--- src/lfm_pkg.sv ---
// ---------------------------------------------------------------------------
// lfm_pkg: shared types, constants and functions
// Widths, register codes, the sensor lookup and the motor clamp helpers for
// the line follower PID motor mixer.
// ---------------------------------------------------------------------------
package lfm_pkg;

   // Field widths
   localparam int PAT_W   = 7;
   localparam int ERR_W   = 11;
   localparam int SUM_W   = 24;
   localparam int GAIN_W  = 10;
   localparam int SPD_W   = 11;
   localparam int DUTY_W  = 10;
   localparam int CSR_IDX_W = 3;
   localparam int CSR_DAT_W = 11;

   // Back end arithmetic widths
   localparam int P_W     = 22;            // gain (11s) x error (11s)
   localparam int I_W     = 35;            // gain (11s) x sum (24s)
   localparam int CORR_W  = 36;            // sum of the three terms
   localparam int MAG_W   = 19;            // magnitude below the saturation limit
   localparam int RCP_W   = 20;
   localparam int PROD_W  = MAG_W + RCP_W;
   localparam int Q_W     = 13;            // quotient magnitude
   localparam int CQ_W    = Q_W + 1;       // signed correction
   localparam int MIX_W   = 15;            // base +/- correction

   // Divide by 100: q = (m * RECIP) >> RECIP_SHIFT is exact for m < 2^MAG_W.
   // Above Q_MAX*100 the quotient is pinned to Q_MAX; that already drives
   // every command past any floor or ceiling.
   localparam logic [RCP_W-1:0]  RECIP       = 20'd671089;
   localparam int                RECIP_SHIFT = 26;
   localparam logic [Q_W-1:0]    Q_MAX       = 13'd4095;
   localparam logic [CORR_W-1:0] Q_LIMIT     = 36'd409500;

   localparam logic signed [SUM_W-1:0] SUM_MAX = 24'sh7FFFFF;
   localparam logic signed [SUM_W-1:0] SUM_MIN = 24'sh800000;

   // Register indexes
   localparam logic [CSR_IDX_W-1:0] CSR_PROP_GAIN  = 3'd0;
   localparam logic [CSR_IDX_W-1:0] CSR_INTEG_GAIN = 3'd1;
   localparam logic [CSR_IDX_W-1:0] CSR_DERIV_GAIN = 3'd2;
   localparam logic [CSR_IDX_W-1:0] CSR_BASE_SPEED = 3'd3;
   localparam logic [CSR_IDX_W-1:0] CSR_SPD_FLOOR  = 3'd4;
   localparam logic [CSR_IDX_W-1:0] CSR_SPD_CEIL   = 3'd5;

   // Mid queue depth
   localparam int MQ_DEPTH = 4;
   localparam int MQ_PTR_W = $clog2(MQ_DEPTH);
   localparam int MQ_CNT_W = $clog2(MQ_DEPTH + 1);

   typedef struct packed {
      logic [GAIN_W-1:0]       prop_gain;
      logic [GAIN_W-1:0]       integ_gain;
      logic [GAIN_W-1:0]       deriv_gain;
      logic [GAIN_W-1:0]       base_speed;
      logic signed [SPD_W-1:0] speed_floor;
      logic [GAIN_W-1:0]       speed_ceiling;
   } cfg_type;

   // Classified sample, front to back
   typedef struct packed {
      logic signed [ERR_W-1:0] err;
      logic signed [ERR_W-1:0] delta;
      logic signed [SUM_W-1:0] sum;
      logic                    known;
   } mq_entry_type;

   typedef struct packed {
      logic                    known;
      logic signed [ERR_W-1:0] err;
   } lookup_type;

   typedef struct packed {
      logic signed [SPD_W-1:0] left_speed;
      logic signed [SPD_W-1:0] right_speed;
      logic                    left_reverse;
      logic                    right_reverse;
      logic [DUTY_W-1:0]       left_duty;
      logic [DUTY_W-1:0]       right_duty;
      logic                    pattern_known;
   } rsp_type;

   // Position error (hundredths) for a set of sensors seeing the line
   function automatic lookup_type lookup(input logic [PAT_W-1:0] zeros);
      lookup_type r;
      r.known = 1'b1;
      case (zeros)
         7'h01:   r.err = -11'sd500;
         7'h03:   r.err = -11'sd400;
         7'h02:   r.err = -11'sd300;
         7'h06:   r.err = -11'sd120;
         7'h04:   r.err = -11'sd80;
         7'h0C:   r.err = -11'sd15;
         7'h08:   r.err = 11'sd0;
         7'h18:   r.err = 11'sd15;
         7'h10:   r.err = 11'sd80;
         7'h30:   r.err = 11'sd120;
         7'h20:   r.err = 11'sd300;
         7'h60:   r.err = 11'sd400;
         7'h40:   r.err = 11'sd500;
         default: begin
            r.known = 1'b0;
            r.err   = 11'sd0;
         end
      endcase
      return r;
   endfunction

   // Floor is tested first, then the ceiling
   function automatic logic signed [SPD_W-1:0] clamp_cmd(
      input logic signed [MIX_W-1:0] x,
      input logic signed [SPD_W-1:0] flr,
      input logic [GAIN_W-1:0]       ceil);
      logic signed [MIX_W-1:0] f;
      logic signed [MIX_W-1:0] c;
      f = MIX_W'(flr);
      c = $signed({(MIX_W-GAIN_W)'(0), ceil});
      if (x < f)
         return flr;
      else if (x > c)
         return $signed({1'b0, ceil});
      else
         return x[SPD_W-1:0];
   endfunction

   // Magnitude of a command, most negative value saturates
   function automatic logic [DUTY_W-1:0] duty_of(input logic signed [SPD_W-1:0] x);
      logic [SPD_W-1:0] a;
      a = x[SPD_W-1] ? SPD_W'(-x) : SPD_W'(x);
      return a[SPD_W-1] ? {DUTY_W{1'b1}} : a[DUTY_W-1:0];
   endfunction

endpackage

--- src/lfm_front.sv ---
// ---------------------------------------------------------------------------
// lfm_front: sample classifier and error state
// Maps each sensor sample to a position error, keeps the held error and the
// saturating integral, and hands the result to the mid queue.
// ---------------------------------------------------------------------------
module lfm_front (
   input  logic                          clock,
   input  logic                          reset,
   input  logic                          req_push,
   output logic                          req_full,
   input  logic [lfm_pkg::PAT_W-1:0]     req_line_pattern,
   input  logic                          mq_full,
   output logic                          mq_push,
   output lfm_pkg::mq_entry_type         mq_entry
);

   logic signed [lfm_pkg::ERR_W-1:0] held_ff, held_in;
   logic signed [lfm_pkg::SUM_W-1:0] sum_ff, sum_in;
   lfm_pkg::lookup_type              lk;
   logic signed [lfm_pkg::ERR_W-1:0] err;
   logic signed [lfm_pkg::SUM_W:0]   sum_wide;
   logic signed [lfm_pkg::SUM_W-1:0] sum_sat;

   assign req_full = mq_full;
   assign mq_push  = req_push && !mq_full;

   // classify and integrate
   always_comb begin
      lk       = lfm_pkg::lookup(~req_line_pattern);
      err      = lk.known ? lk.err : held_ff;
      sum_wide = (lfm_pkg::SUM_W+1)'(sum_ff) + (lfm_pkg::SUM_W+1)'(err);
      if (sum_wide[lfm_pkg::SUM_W] != sum_wide[lfm_pkg::SUM_W-1])
         sum_sat = sum_wide[lfm_pkg::SUM_W] ? lfm_pkg::SUM_MIN : lfm_pkg::SUM_MAX;
      else
         sum_sat = sum_wide[lfm_pkg::SUM_W-1:0];
      mq_entry.err   = err;
      mq_entry.delta = err - held_ff;
      mq_entry.sum   = sum_sat;
      mq_entry.known = lk.known;
   end

   // state advances on each input transfer
   always_comb begin
      held_in = held_ff;
      sum_in  = sum_ff;
      if (mq_push) begin
         held_in = err;
         sum_in  = sum_sat;
      end
   end

   always_ff @(posedge clock) begin
      if (reset) begin
         held_ff <= '0;
         sum_ff  <= '0;
      end else begin
         held_ff <= held_in;
         sum_ff  <= sum_in;
      end
   end

endmodule

--- src/lfm_queue.sv ---
// ---------------------------------------------------------------------------
// lfm_queue: mid queue between front and back
// Small register FIFO of classified samples, so either side can stall alone.
// ---------------------------------------------------------------------------
module lfm_queue (
   input  logic                  clock,
   input  logic                  reset,
   input  logic                  push,
   input  lfm_pkg::mq_entry_type wr_data,
   output logic                  full,
   input  logic                  pop,
   output lfm_pkg::mq_entry_type rd_data,
   output logic                  empty
);

   lfm_pkg::mq_entry_type               mem_ff [lfm_pkg::MQ_DEPTH];
   logic [lfm_pkg::MQ_PTR_W-1:0]        wr_ptr_ff, wr_ptr_in;
   logic [lfm_pkg::MQ_PTR_W-1:0]        rd_ptr_ff, rd_ptr_in;
   logic [lfm_pkg::MQ_CNT_W-1:0]        cnt_ff, cnt_in;
   logic                                do_push, do_pop;

   assign full    = (cnt_ff == lfm_pkg::MQ_CNT_W'(lfm_pkg::MQ_DEPTH));
   assign empty   = (cnt_ff == '0);
   assign do_push = push && !full;
   assign do_pop  = pop && !empty;
   assign rd_data = mem_ff[rd_ptr_ff];

   // pointer and count update
   always_comb begin
      wr_ptr_in = do_push ? wr_ptr_ff + 1'b1 : wr_ptr_ff;
      rd_ptr_in = do_pop  ? rd_ptr_ff + 1'b1 : rd_ptr_ff;
      cnt_in    = cnt_ff;
      if (do_push && !do_pop)
         cnt_in = cnt_ff + 1'b1;
      else if (do_pop && !do_push)
         cnt_in = cnt_ff - 1'b1;
   end

   always_ff @(posedge clock) begin
      if (reset) begin
         wr_ptr_ff <= '0;
         rd_ptr_ff <= '0;
         cnt_ff    <= '0;
      end else begin
         wr_ptr_ff <= wr_ptr_in;
         rd_ptr_ff <= rd_ptr_in;
         cnt_ff    <= cnt_in;
      end
   end

   // storage, no reset
   always_ff @(posedge clock) begin
      if (do_push)
         mem_ff[wr_ptr_ff] <= wr_data;
   end

endmodule

--- src/lfm_back.sv ---
// ---------------------------------------------------------------------------
// lfm_back: PID arithmetic, mixer and result queue
// Four-stage pipeline: gain products, term sum, magnitude, divide by 100.
// The mixer and clamp feed a two-entry result queue.
// ---------------------------------------------------------------------------
module lfm_back (
   input  logic                  clock,
   input  logic                  reset,
   input  lfm_pkg::cfg_type      cfg,
   input  lfm_pkg::mq_entry_type mq_data,
   input  logic                  mq_empty,
   output logic                  mq_pop,
   output lfm_pkg::rsp_type      rsp,
   output logic                  rsp_empty,
   input  logic                  rsp_pop
);

   // pipeline stage registers
   logic                              v1_ff, v2_ff, v3_ff, v4_ff;
   logic                              v1_in, v2_in, v3_in, v4_in;
   logic                              k1_ff, k2_ff, k3_ff, k4_ff;
   logic signed [lfm_pkg::P_W-1:0]    p_ff, p_in, d_ff, d_in;
   logic signed [lfm_pkg::I_W-1:0]    i_ff, i_in;
   logic signed [lfm_pkg::CORR_W-1:0] corr_ff, corr_in;
   logic [lfm_pkg::CORR_W-1:0]        mag_full;
   logic [lfm_pkg::MAG_W-1:0]         mag_ff, mag_in;
   logic                              big_ff, big_in, neg_ff, neg_in;
   logic [lfm_pkg::PROD_W-1:0]        prod;
   logic [lfm_pkg::Q_W-1:0]           q;
   logic signed [lfm_pkg::CQ_W-1:0]   cq_ff, cq_in;
   logic                              adv;

   // result queue
   lfm_pkg::rsp_type                  oq_ff [2];
   logic                              oq_wr_ff, oq_wr_in, oq_rd_ff, oq_rd_in;
   logic [1:0]                        oq_cnt_ff, oq_cnt_in;
   logic                              oq_full, oq_push, oq_pop;
   lfm_pkg::rsp_type                  mix;
   logic signed [lfm_pkg::MIX_W-1:0]  base_s, left_raw, right_raw;

   // whole pipeline holds when its last stage cannot drain
   assign oq_full = (oq_cnt_ff == 2'd2);
   assign adv     = !(v4_ff && oq_full);
   assign mq_pop  = adv && !mq_empty;
   assign oq_push = v4_ff && adv;

   // stage 1: gain products
   always_comb begin
      v1_in = mq_pop;
      p_in  = $signed({1'b0, cfg.prop_gain}) * mq_data.err;
      i_in  = $signed({1'b0, cfg.integ_gain}) * mq_data.sum;
      d_in  = $signed({1'b0, cfg.deriv_gain}) * mq_data.delta;
   end

   // stage 2: sum of terms
   always_comb begin
      v2_in   = v1_ff;
      corr_in = lfm_pkg::CORR_W'(p_ff) + lfm_pkg::CORR_W'(i_ff)
              + lfm_pkg::CORR_W'(d_ff);
   end

   // stage 3: sign, magnitude, saturation check
   always_comb begin
      v3_in    = v2_ff;
      neg_in   = corr_ff[lfm_pkg::CORR_W-1];
      mag_full = neg_in ? lfm_pkg::CORR_W'(-corr_ff) : lfm_pkg::CORR_W'(corr_ff);
      big_in   = (mag_full >= lfm_pkg::Q_LIMIT);
      mag_in   = mag_full[lfm_pkg::MAG_W-1:0];
   end

   // stage 4: divide by 100 through the reciprocal, truncate toward zero
   always_comb begin
      v4_in = v3_ff;
      prod  = lfm_pkg::PROD_W'(mag_ff) * lfm_pkg::PROD_W'(lfm_pkg::RECIP);
      q     = big_ff ? lfm_pkg::Q_MAX
                     : prod[lfm_pkg::RECIP_SHIFT +: lfm_pkg::Q_W];
      cq_in = neg_ff ? -$signed({1'b0, q}) : $signed({1'b0, q});
   end

   always_ff @(posedge clock) begin
      if (reset) begin
         v1_ff <= 1'b0;
         v2_ff <= 1'b0;
         v3_ff <= 1'b0;
         v4_ff <= 1'b0;
      end else if (adv) begin
         v1_ff <= v1_in;
         v2_ff <= v2_in;
         v3_ff <= v3_in;
         v4_ff <= v4_in;
      end
   end

   always_ff @(posedge clock) begin
      if (adv) begin
         p_ff    <= p_in;
         i_ff    <= i_in;
         d_ff    <= d_in;
         k1_ff   <= mq_data.known;
         corr_ff <= corr_in;
         k2_ff   <= k1_ff;
         mag_ff  <= mag_in;
         big_ff  <= big_in;
         neg_ff  <= neg_in;
         k3_ff   <= k2_ff;
         cq_ff   <= cq_in;
         k4_ff   <= k3_ff;
      end
   end

   // mixer and clamp
   always_comb begin
      base_s            = $signed({(lfm_pkg::MIX_W-lfm_pkg::GAIN_W)'(0), cfg.base_speed});
      left_raw          = base_s + lfm_pkg::MIX_W'(cq_ff);
      right_raw         = base_s - lfm_pkg::MIX_W'(cq_ff);
      mix.left_speed    = lfm_pkg::clamp_cmd(left_raw, cfg.speed_floor, cfg.speed_ceiling);
      mix.right_speed   = lfm_pkg::clamp_cmd(right_raw, cfg.speed_floor, cfg.speed_ceiling);
      mix.left_reverse  = mix.left_speed[lfm_pkg::SPD_W-1];
      mix.right_reverse = mix.right_speed[lfm_pkg::SPD_W-1];
      mix.left_duty     = lfm_pkg::duty_of(mix.left_speed);
      mix.right_duty    = lfm_pkg::duty_of(mix.right_speed);
      mix.pattern_known = k4_ff;
   end

   // result queue control
   assign rsp_empty = (oq_cnt_ff == 2'd0);
   assign oq_pop    = rsp_pop && !rsp_empty;
   assign rsp       = oq_ff[oq_rd_ff];

   always_comb begin
      oq_wr_in  = oq_push ? !oq_wr_ff : oq_wr_ff;
      oq_rd_in  = oq_pop  ? !oq_rd_ff : oq_rd_ff;
      oq_cnt_in = oq_cnt_ff;
      if (oq_push && !oq_pop)
         oq_cnt_in = oq_cnt_ff + 2'd1;
      else if (oq_pop && !oq_push)
         oq_cnt_in = oq_cnt_ff - 2'd1;
   end

   always_ff @(posedge clock) begin
      if (reset) begin
         oq_wr_ff  <= 1'b0;
         oq_rd_ff  <= 1'b0;
         oq_cnt_ff <= 2'd0;
      end else begin
         oq_wr_ff  <= oq_wr_in;
         oq_rd_ff  <= oq_rd_in;
         oq_cnt_ff <= oq_cnt_in;
      end
   end

   always_ff @(posedge clock) begin
      if (oq_push)
         oq_ff[oq_wr_ff] <= mix;
   end

endmodule

--- src/line_follower_pid_motor_mixer.sv ---
// ---------------------------------------------------------------------------
// line_follower_pid_motor_mixer: line sensor PID with differential mixing
// Classifies a 7-bit sensor sample into a position error, runs a PID
// correction and mixes it into clamped left/right motor commands.
//
//   Channel  Ports                        Transfer when
//   -------  ---------------------------  ---------------------------
//   request  req_push/req_full, pattern   req_push && !req_full
//   response rsp_pop/rsp_empty, speeds    rsp_pop && !rsp_empty
//   csr      csr_we, csr_index, csr_wdata csr_we
//
// One sample per cycle sustained while the result queue drains. A request
// passes through the mid queue, then four back stages (products, sum,
// magnitude, reciprocal multiply) with mixing ahead of the result queue.
// Synchronous reset clears error state, queues and pipeline valids and
// loads the register defaults. A stalled result queue holds the back
// pipeline; the four-entry mid queue then absorbs input before req_full.
// ---------------------------------------------------------------------------
module line_follower_pid_motor_mixer (
   input  logic                                 clock,
   input  logic                                 reset,
   // request
   input  logic                                 req_push,
   output logic                                 req_full,
   input  logic [lfm_pkg::PAT_W-1:0]            req_line_pattern,
   // response
   output logic                                 rsp_empty,
   input  logic                                 rsp_pop,
   output logic signed [lfm_pkg::SPD_W-1:0]     rsp_left_speed,
   output logic signed [lfm_pkg::SPD_W-1:0]     rsp_right_speed,
   output logic                                 rsp_left_reverse,
   output logic                                 rsp_right_reverse,
   output logic [lfm_pkg::DUTY_W-1:0]           rsp_left_duty,
   output logic [lfm_pkg::DUTY_W-1:0]           rsp_right_duty,
   output logic                                 rsp_pattern_known,
   // configuration
   input  logic                                 csr_we,
   input  logic [lfm_pkg::CSR_IDX_W-1:0]        csr_index,
   input  logic [lfm_pkg::CSR_DAT_W-1:0]        csr_wdata
);

   lfm_pkg::cfg_type      cfg_ff, cfg_in;
   lfm_pkg::mq_entry_type mq_wr, mq_rd;
   lfm_pkg::rsp_type      rsp;
   logic                  mq_push, mq_full, mq_pop, mq_empty;

   // register writes
   always_comb begin
      cfg_in = cfg_ff;
      if (csr_we) begin
         case (csr_index)
            lfm_pkg::CSR_PROP_GAIN:  cfg_in.prop_gain     = csr_wdata[lfm_pkg::GAIN_W-1:0];
            lfm_pkg::CSR_INTEG_GAIN: cfg_in.integ_gain    = csr_wdata[lfm_pkg::GAIN_W-1:0];
            lfm_pkg::CSR_DERIV_GAIN: cfg_in.deriv_gain    = csr_wdata[lfm_pkg::GAIN_W-1:0];
            lfm_pkg::CSR_BASE_SPEED: cfg_in.base_speed    = csr_wdata[lfm_pkg::GAIN_W-1:0];
            lfm_pkg::CSR_SPD_FLOOR:  cfg_in.speed_floor   = $signed(csr_wdata);
            lfm_pkg::CSR_SPD_CEIL:   cfg_in.speed_ceiling = csr_wdata[lfm_pkg::GAIN_W-1:0];
            default: ;
         endcase
      end
   end

   always_ff @(posedge clock) begin
      if (reset) begin
         cfg_ff.prop_gain     <= 10'd140;
         cfg_ff.integ_gain    <= 10'd0;
         cfg_ff.deriv_gain    <= 10'd30;
         cfg_ff.base_speed    <= 10'd380;
         cfg_ff.speed_floor   <= -11'sd300;
         cfg_ff.speed_ceiling <= 10'd999;
      end else begin
         cfg_ff <= cfg_in;
      end
   end

   lfm_front u_front (
      .clock            (clock),
      .reset            (reset),
      .req_push         (req_push),
      .req_full         (req_full),
      .req_line_pattern (req_line_pattern),
      .mq_full          (mq_full),
      .mq_push          (mq_push),
      .mq_entry         (mq_wr)
   );

   lfm_queue u_queue (
      .clock   (clock),
      .reset   (reset),
      .push    (mq_push),
      .wr_data (mq_wr),
      .full    (mq_full),
      .pop     (mq_pop),
      .rd_data (mq_rd),
      .empty   (mq_empty)
   );

   lfm_back u_back (
      .clock     (clock),
      .reset     (reset),
      .cfg       (cfg_ff),
      .mq_data   (mq_rd),
      .mq_empty  (mq_empty),
      .mq_pop    (mq_pop),
      .rsp       (rsp),
      .rsp_empty (rsp_empty),
      .rsp_pop   (rsp_pop)
   );

   assign rsp_left_speed    = rsp.left_speed;
   assign rsp_right_speed   = rsp.right_speed;
   assign rsp_left_reverse  = rsp.left_reverse;
   assign rsp_right_reverse = rsp.right_reverse;
   assign rsp_left_duty     = rsp.left_duty;
   assign rsp_right_duty    = rsp.right_duty;
   assign rsp_pattern_known = rsp.pattern_known;

endmodule

--- config.mk ---
export PLATFORM = sky130hd
export DESIGN_NAME = line_follower_pid_motor_mixer
export DESIGN_NICKNAME = d
export VERILOG_FILES = /design/src/lfm_pkg.sv /design/src/lfm_front.sv /design/src/lfm_queue.sv /design/src/lfm_back.sv /design/src/line_follower_pid_motor_mixer.sv
export SDC_FILE = /design/constraint.sdc
export NUM_CORES = 2
export LEC_CHECK = 0
export BUFFER_PORTS_ARGS = -buffer_cell sky130_fd_sc_hd__buf_2
export CORE_MARGIN = 2
export CORE_UTILIZATION = 55
export CTS_BUF_LIST = sky130_fd_sc_hd__clkbuf_2 sky130_fd_sc_hd__clkbuf_4 sky130_fd_sc_hd__clkbuf_8
export CTS_CLUSTER_DIAMETER = 40
export DETAILED_ROUTE_END_ITERATION = 10
export PLACE_DENSITY = 0.71
export SLEW_MARGIN = 30
export SYNTH_ARGS = -nofsm -noshare
export SYNTH_HDL_FRONTEND = slang
export SYNTH_HIERARCHICAL = 1
export SYNTH_SLANG_ARGS = --single-unit
export TNS_END_PERCENT = 20
--- constraint.sdc ---
create_clock -name clock -period 9.9 [get_ports clock]
set_input_delay 1.98 -clock clock [delete_from_list [all_inputs] [get_ports clock]]
set_output_delay 1.98 -clock clock [all_outputs]
set_load 0.02 [all_outputs]
==> reports/summary.txt <==
FF-to-FF Start: u_back/mag_ff[17]$_DFFE_PN_
total grt overflow: 0
layout cells sized above 1: 9.05%
total CTS buffers: 97
CP dominant cell by count: fa_1
Hold Crit Start: u_back/k2_ff$_DFFE_PN_
Die H: 308 um
number of synthesized flops with an enable pin: 428
fin crit period: 7.44 ns
Post-Syn Area: 0.0510 mm2
# H-tree levels: 3
DR vias/cell: 5.55
dpl ws: 2.30 ns
post-CTS setup buffer count: 0
first-pass GRT wire length: 178000 um
GRT Max-Usage Layer: met2
Netlist cell types: 121
RSZ-0062 raised after global routing: no
Post-DP HPWL: 86600 um
Crit path max-delay family: adder cells
final-report max-slew violation count: 0
# fillers: 7609
CTS max path bufs: 3
critical path type: reg -> reg
synth warn: 6
starting density of the core: 55.5%
sink of the worst hold path: u_back/k3_ff$_DFFE_PN_
Net Count, Synth: 5888
CTS-repair resized insts: 0
Crit path depth: 22
critical path's slowest cell: fa_1
clock latency on the worst-skew pair: 0.71 ns
# nets final: 5915
final setup fails: 0
met3 Usage GRT: 2.98%
status: completed
number of max-cap violations: 0
worst-margin pin slew: 0.944 ns
register area: 0.0151 mm2
Die X-Extent: 308 um
final setup margin: 2.46 ns
worst-path cell chain: fa_1 -> inv_1 -> fa_1 -> inv_1 -> fa_1 -> fa_1 -> fa_1 -> inv_1 -> fa_1 -> inv_1 -> ha_1 -> a21o_1 -> a21o_1 -> a2111oi_0 -> o21bai_1 -> nor3_1 -> a21oi_2 -> a21oi_1 -> mux2_2 -> or4b_1 -> o31ai_2 -> xnor2_1
Clock Pin Slew Worst Setup and Hold Paths: 0.06 ns
GRT Total Usage: 23.5%
R2R cell count: 22
FF-to-FF setup slack: 2.46 ns
fmax: 134 MHz
die area: 0.0952 mm2
most common cell after layout, fill and taps aside: inv_1
Routed WL: 110000 um
final setup TNS: 0 ns
Worst Setup End Kind: register
grt met2 use: 39.5%
Initial DRC Count: 2084
WP data arrival: 7.86 ns
residual DRC count: 0
1st-pass router iterations: 6
CP max stage delay: 0.65 ns
Slew HR: 36.1%
crit-path max FO: 8
WP buf/inv: 4
routed len/inst: 17.9 um
startpoint types: register
Root Driver: clkbuf_8
commonest non-fill, non-tap cells in the layout: 763 x inv_1, 527 x ha_1, 519 x fa_1
Layout area overhead: 6.71%
Post-Synthesis Cells: 4816
Final Hold Viols: 0
FF-to-FF End: u_back/cq_ff[12]$_DFFE_PN_
largest net degree at the start of global routing: 90
Final Wtd Congestion: 0.920
Tcrit/Tclk final: 75.1%
clk_skew: 0.0281 ns
CTS tree: done
average cell area after synthesis: 10.6 um2
post-synthesis sequential area ratio: 29.7%
top_reg_cell synth: edfxtp_1
core area: 0.0918 mm2
remaining antenna violation count: 0
DR vias: 34200
met1 usage in global routing: 31.4%
initial antenna violation count: 5
I/O pin total: 73
worst hold path cell count: 0
ys async rst share: 0%
multi-input logic area: 0.0322 mm2
cts hold-fix bufs: 0
Sinks on Clock Net: 542
Tightest Hold Check Type: reg -> reg
port bufs: 72
Rows: 111
vias in the first global route: 34600
FF+latch count, synth: 542
required time worst endpoint: 10.33 ns
worst max-delay path by stage:
| stage | start | end | slack [ns] |
|---|---|---|---|
| floorplan | u_back/mag_ff[17]$_DFFE_PN_ | u_back/cq_ff[12]$_DFFE_PN_ | 2.91 |
| global placement | register | u_back/i_ff[34]$_DFFE_PN_ | 2.37 |
| detailed placement | register | u_back/i_ff[34]$_DFFE_PN_ | 2.30 |
| CTS | register | u_back/i_ff[34]$_DFFE_PN_ | 2.27 |
| global route | u_back/mag_ff[17]$_DFFE_PN_ | u_back/cq_ff[12]$_DFFE_PN_ | 1.96 |
| finish | u_back/mag_ff[17]$_DFFE_PN_ | u_back/cq_ff[12]$_DFFE_PN_ | 2.46 |
state kept, by name, summed over array words and instances (netlist names), 2 cells and up, named ones only:
signal             flops
u_back/oq_ff          86
u_front/held_ff       11
u_queue/rd_ptr_ff      2
u_back/cq_ff          14
u_queue/cnt_ff         3
u_back/oq_cnt_ff       2
u_queue/mem_ff       188
u_back/corr_ff        36
u_back/i_ff           35
u_front/sum_ff        24
u_queue/wr_ptr_ff      2
u_back/p_ff           22
cfg_ff                61
u_back/d_ff           22
u_back/mag_ff         19
Yosys cell counts (10+ instances only):
| cell type | number | area, um2 |
|---|---|---|
| a211o_1 | 13 | 114 |
| a211oi_1 | 24 | 180 |
| a21boi_0 | 16 | 120 |
| a21o_1 | 59 | 443 |
| a21oi_1 | 151 | 756 |
| a31oi_1 | 31 | 194 |
| and2_1 | 265 | 1660 |
| and3_1 | 21 | 131 |
| buf_2 | 28 | 140 |
| clkbuf_1 | 112 | 420 |
| dfxtp_1 | 114 | 2280 |
| edfxtp_1 | 428 | 12900 |
| fa_1 | 519 | 10400 |
| ha_1 | 527 | 6590 |
| inv_1 | 764 | 2870 |
| mux2_2 | 45 | 507 |
| mux2i_1 | 70 | 701 |
| mux4_2 | 47 | 1060 |
| nand2_1 | 360 | 1350 |
| nand2b_1 | 86 | 538 |
| nand3_1 | 45 | 225 |
| nand4_1 | 18 | 113 |
| nor2_1 | 209 | 785 |
| nor2b_1 | 35 | 219 |
| nor3_1 | 73 | 365 |
| nor4_1 | 14 | 87.6 |
| o211a_1 | 13 | 130 |
| o211ai_1 | 37 | 278 |
| o21a_1 | 29 | 218 |
| o21ai_0 | 144 | 721 |
| o21bai_1 | 13 | 97.6 |
| o22ai_1 | 12 | 75.1 |
| o31ai_1 | 23 | 173 |
| or3_1 | 35 | 219 |
| or4_1 | 10 | 75.1 |
| xnor2_1 | 133 | 1160 |
| xor2_1 | 62 | 543 |
cell families (layout without fill, tap and decap cells):
family          count (synthesis)  in the layout  synth area share, %
mux                           162            162                 4.44
other cells                     0              3                    0
simple gates                 1239           1239                 12.5
buf+inv                       935           1045                 7.22
compound gates                696            696                 9.42
flops                         542            542                 29.7
fa+ha+maj                    1046           1046                 33.3
xor+xnor                      196            196                 3.38
cell type report:
class,count,area share [%]
sequential,542,27.8
timing repair buffer,93,1.01
clock buffer,129,2.96
inverter,770,5.32
tap,1243,2.86
antenna,3,0.0138
clock inverter,53,0.770
multi-input combinational,3339,59.2
routing by layer:
metal	share of wire [%]	up-vias	routed length (um)
met5	0.012	-	13
met4	3.2	2	3560
met3	4.6	180	5120
met2	48	808	53300
met1	44	16900	48500
li1	-	16300	-
metrics by stage:
| stage | cells | hold slack [ns] | cell area [um2] | util [%] |
|---|---|---|---|---|
| 6_report | 6172 | 0.421 | 54400 | 59.3 |
| 5_1_grt | 6172 | 0.444 | 54400 | 59.3 |
| 4_1_cts | 6167 | 0.424 | 54400 | 59.2 |
| 3_5_place_dp | 5985 | 0.411 | 52300 | 57.0 |
| 3_3_place_gp | 5985 | 0.403 | 52300 | 57.0 |
| 2_1_floorplan | 4816 | 0.400 | 51000 | - |
Power is left out: the tool's default activity adds up to more than one toggle a clock period on the data nets, which glitch-free logic cannot reach.
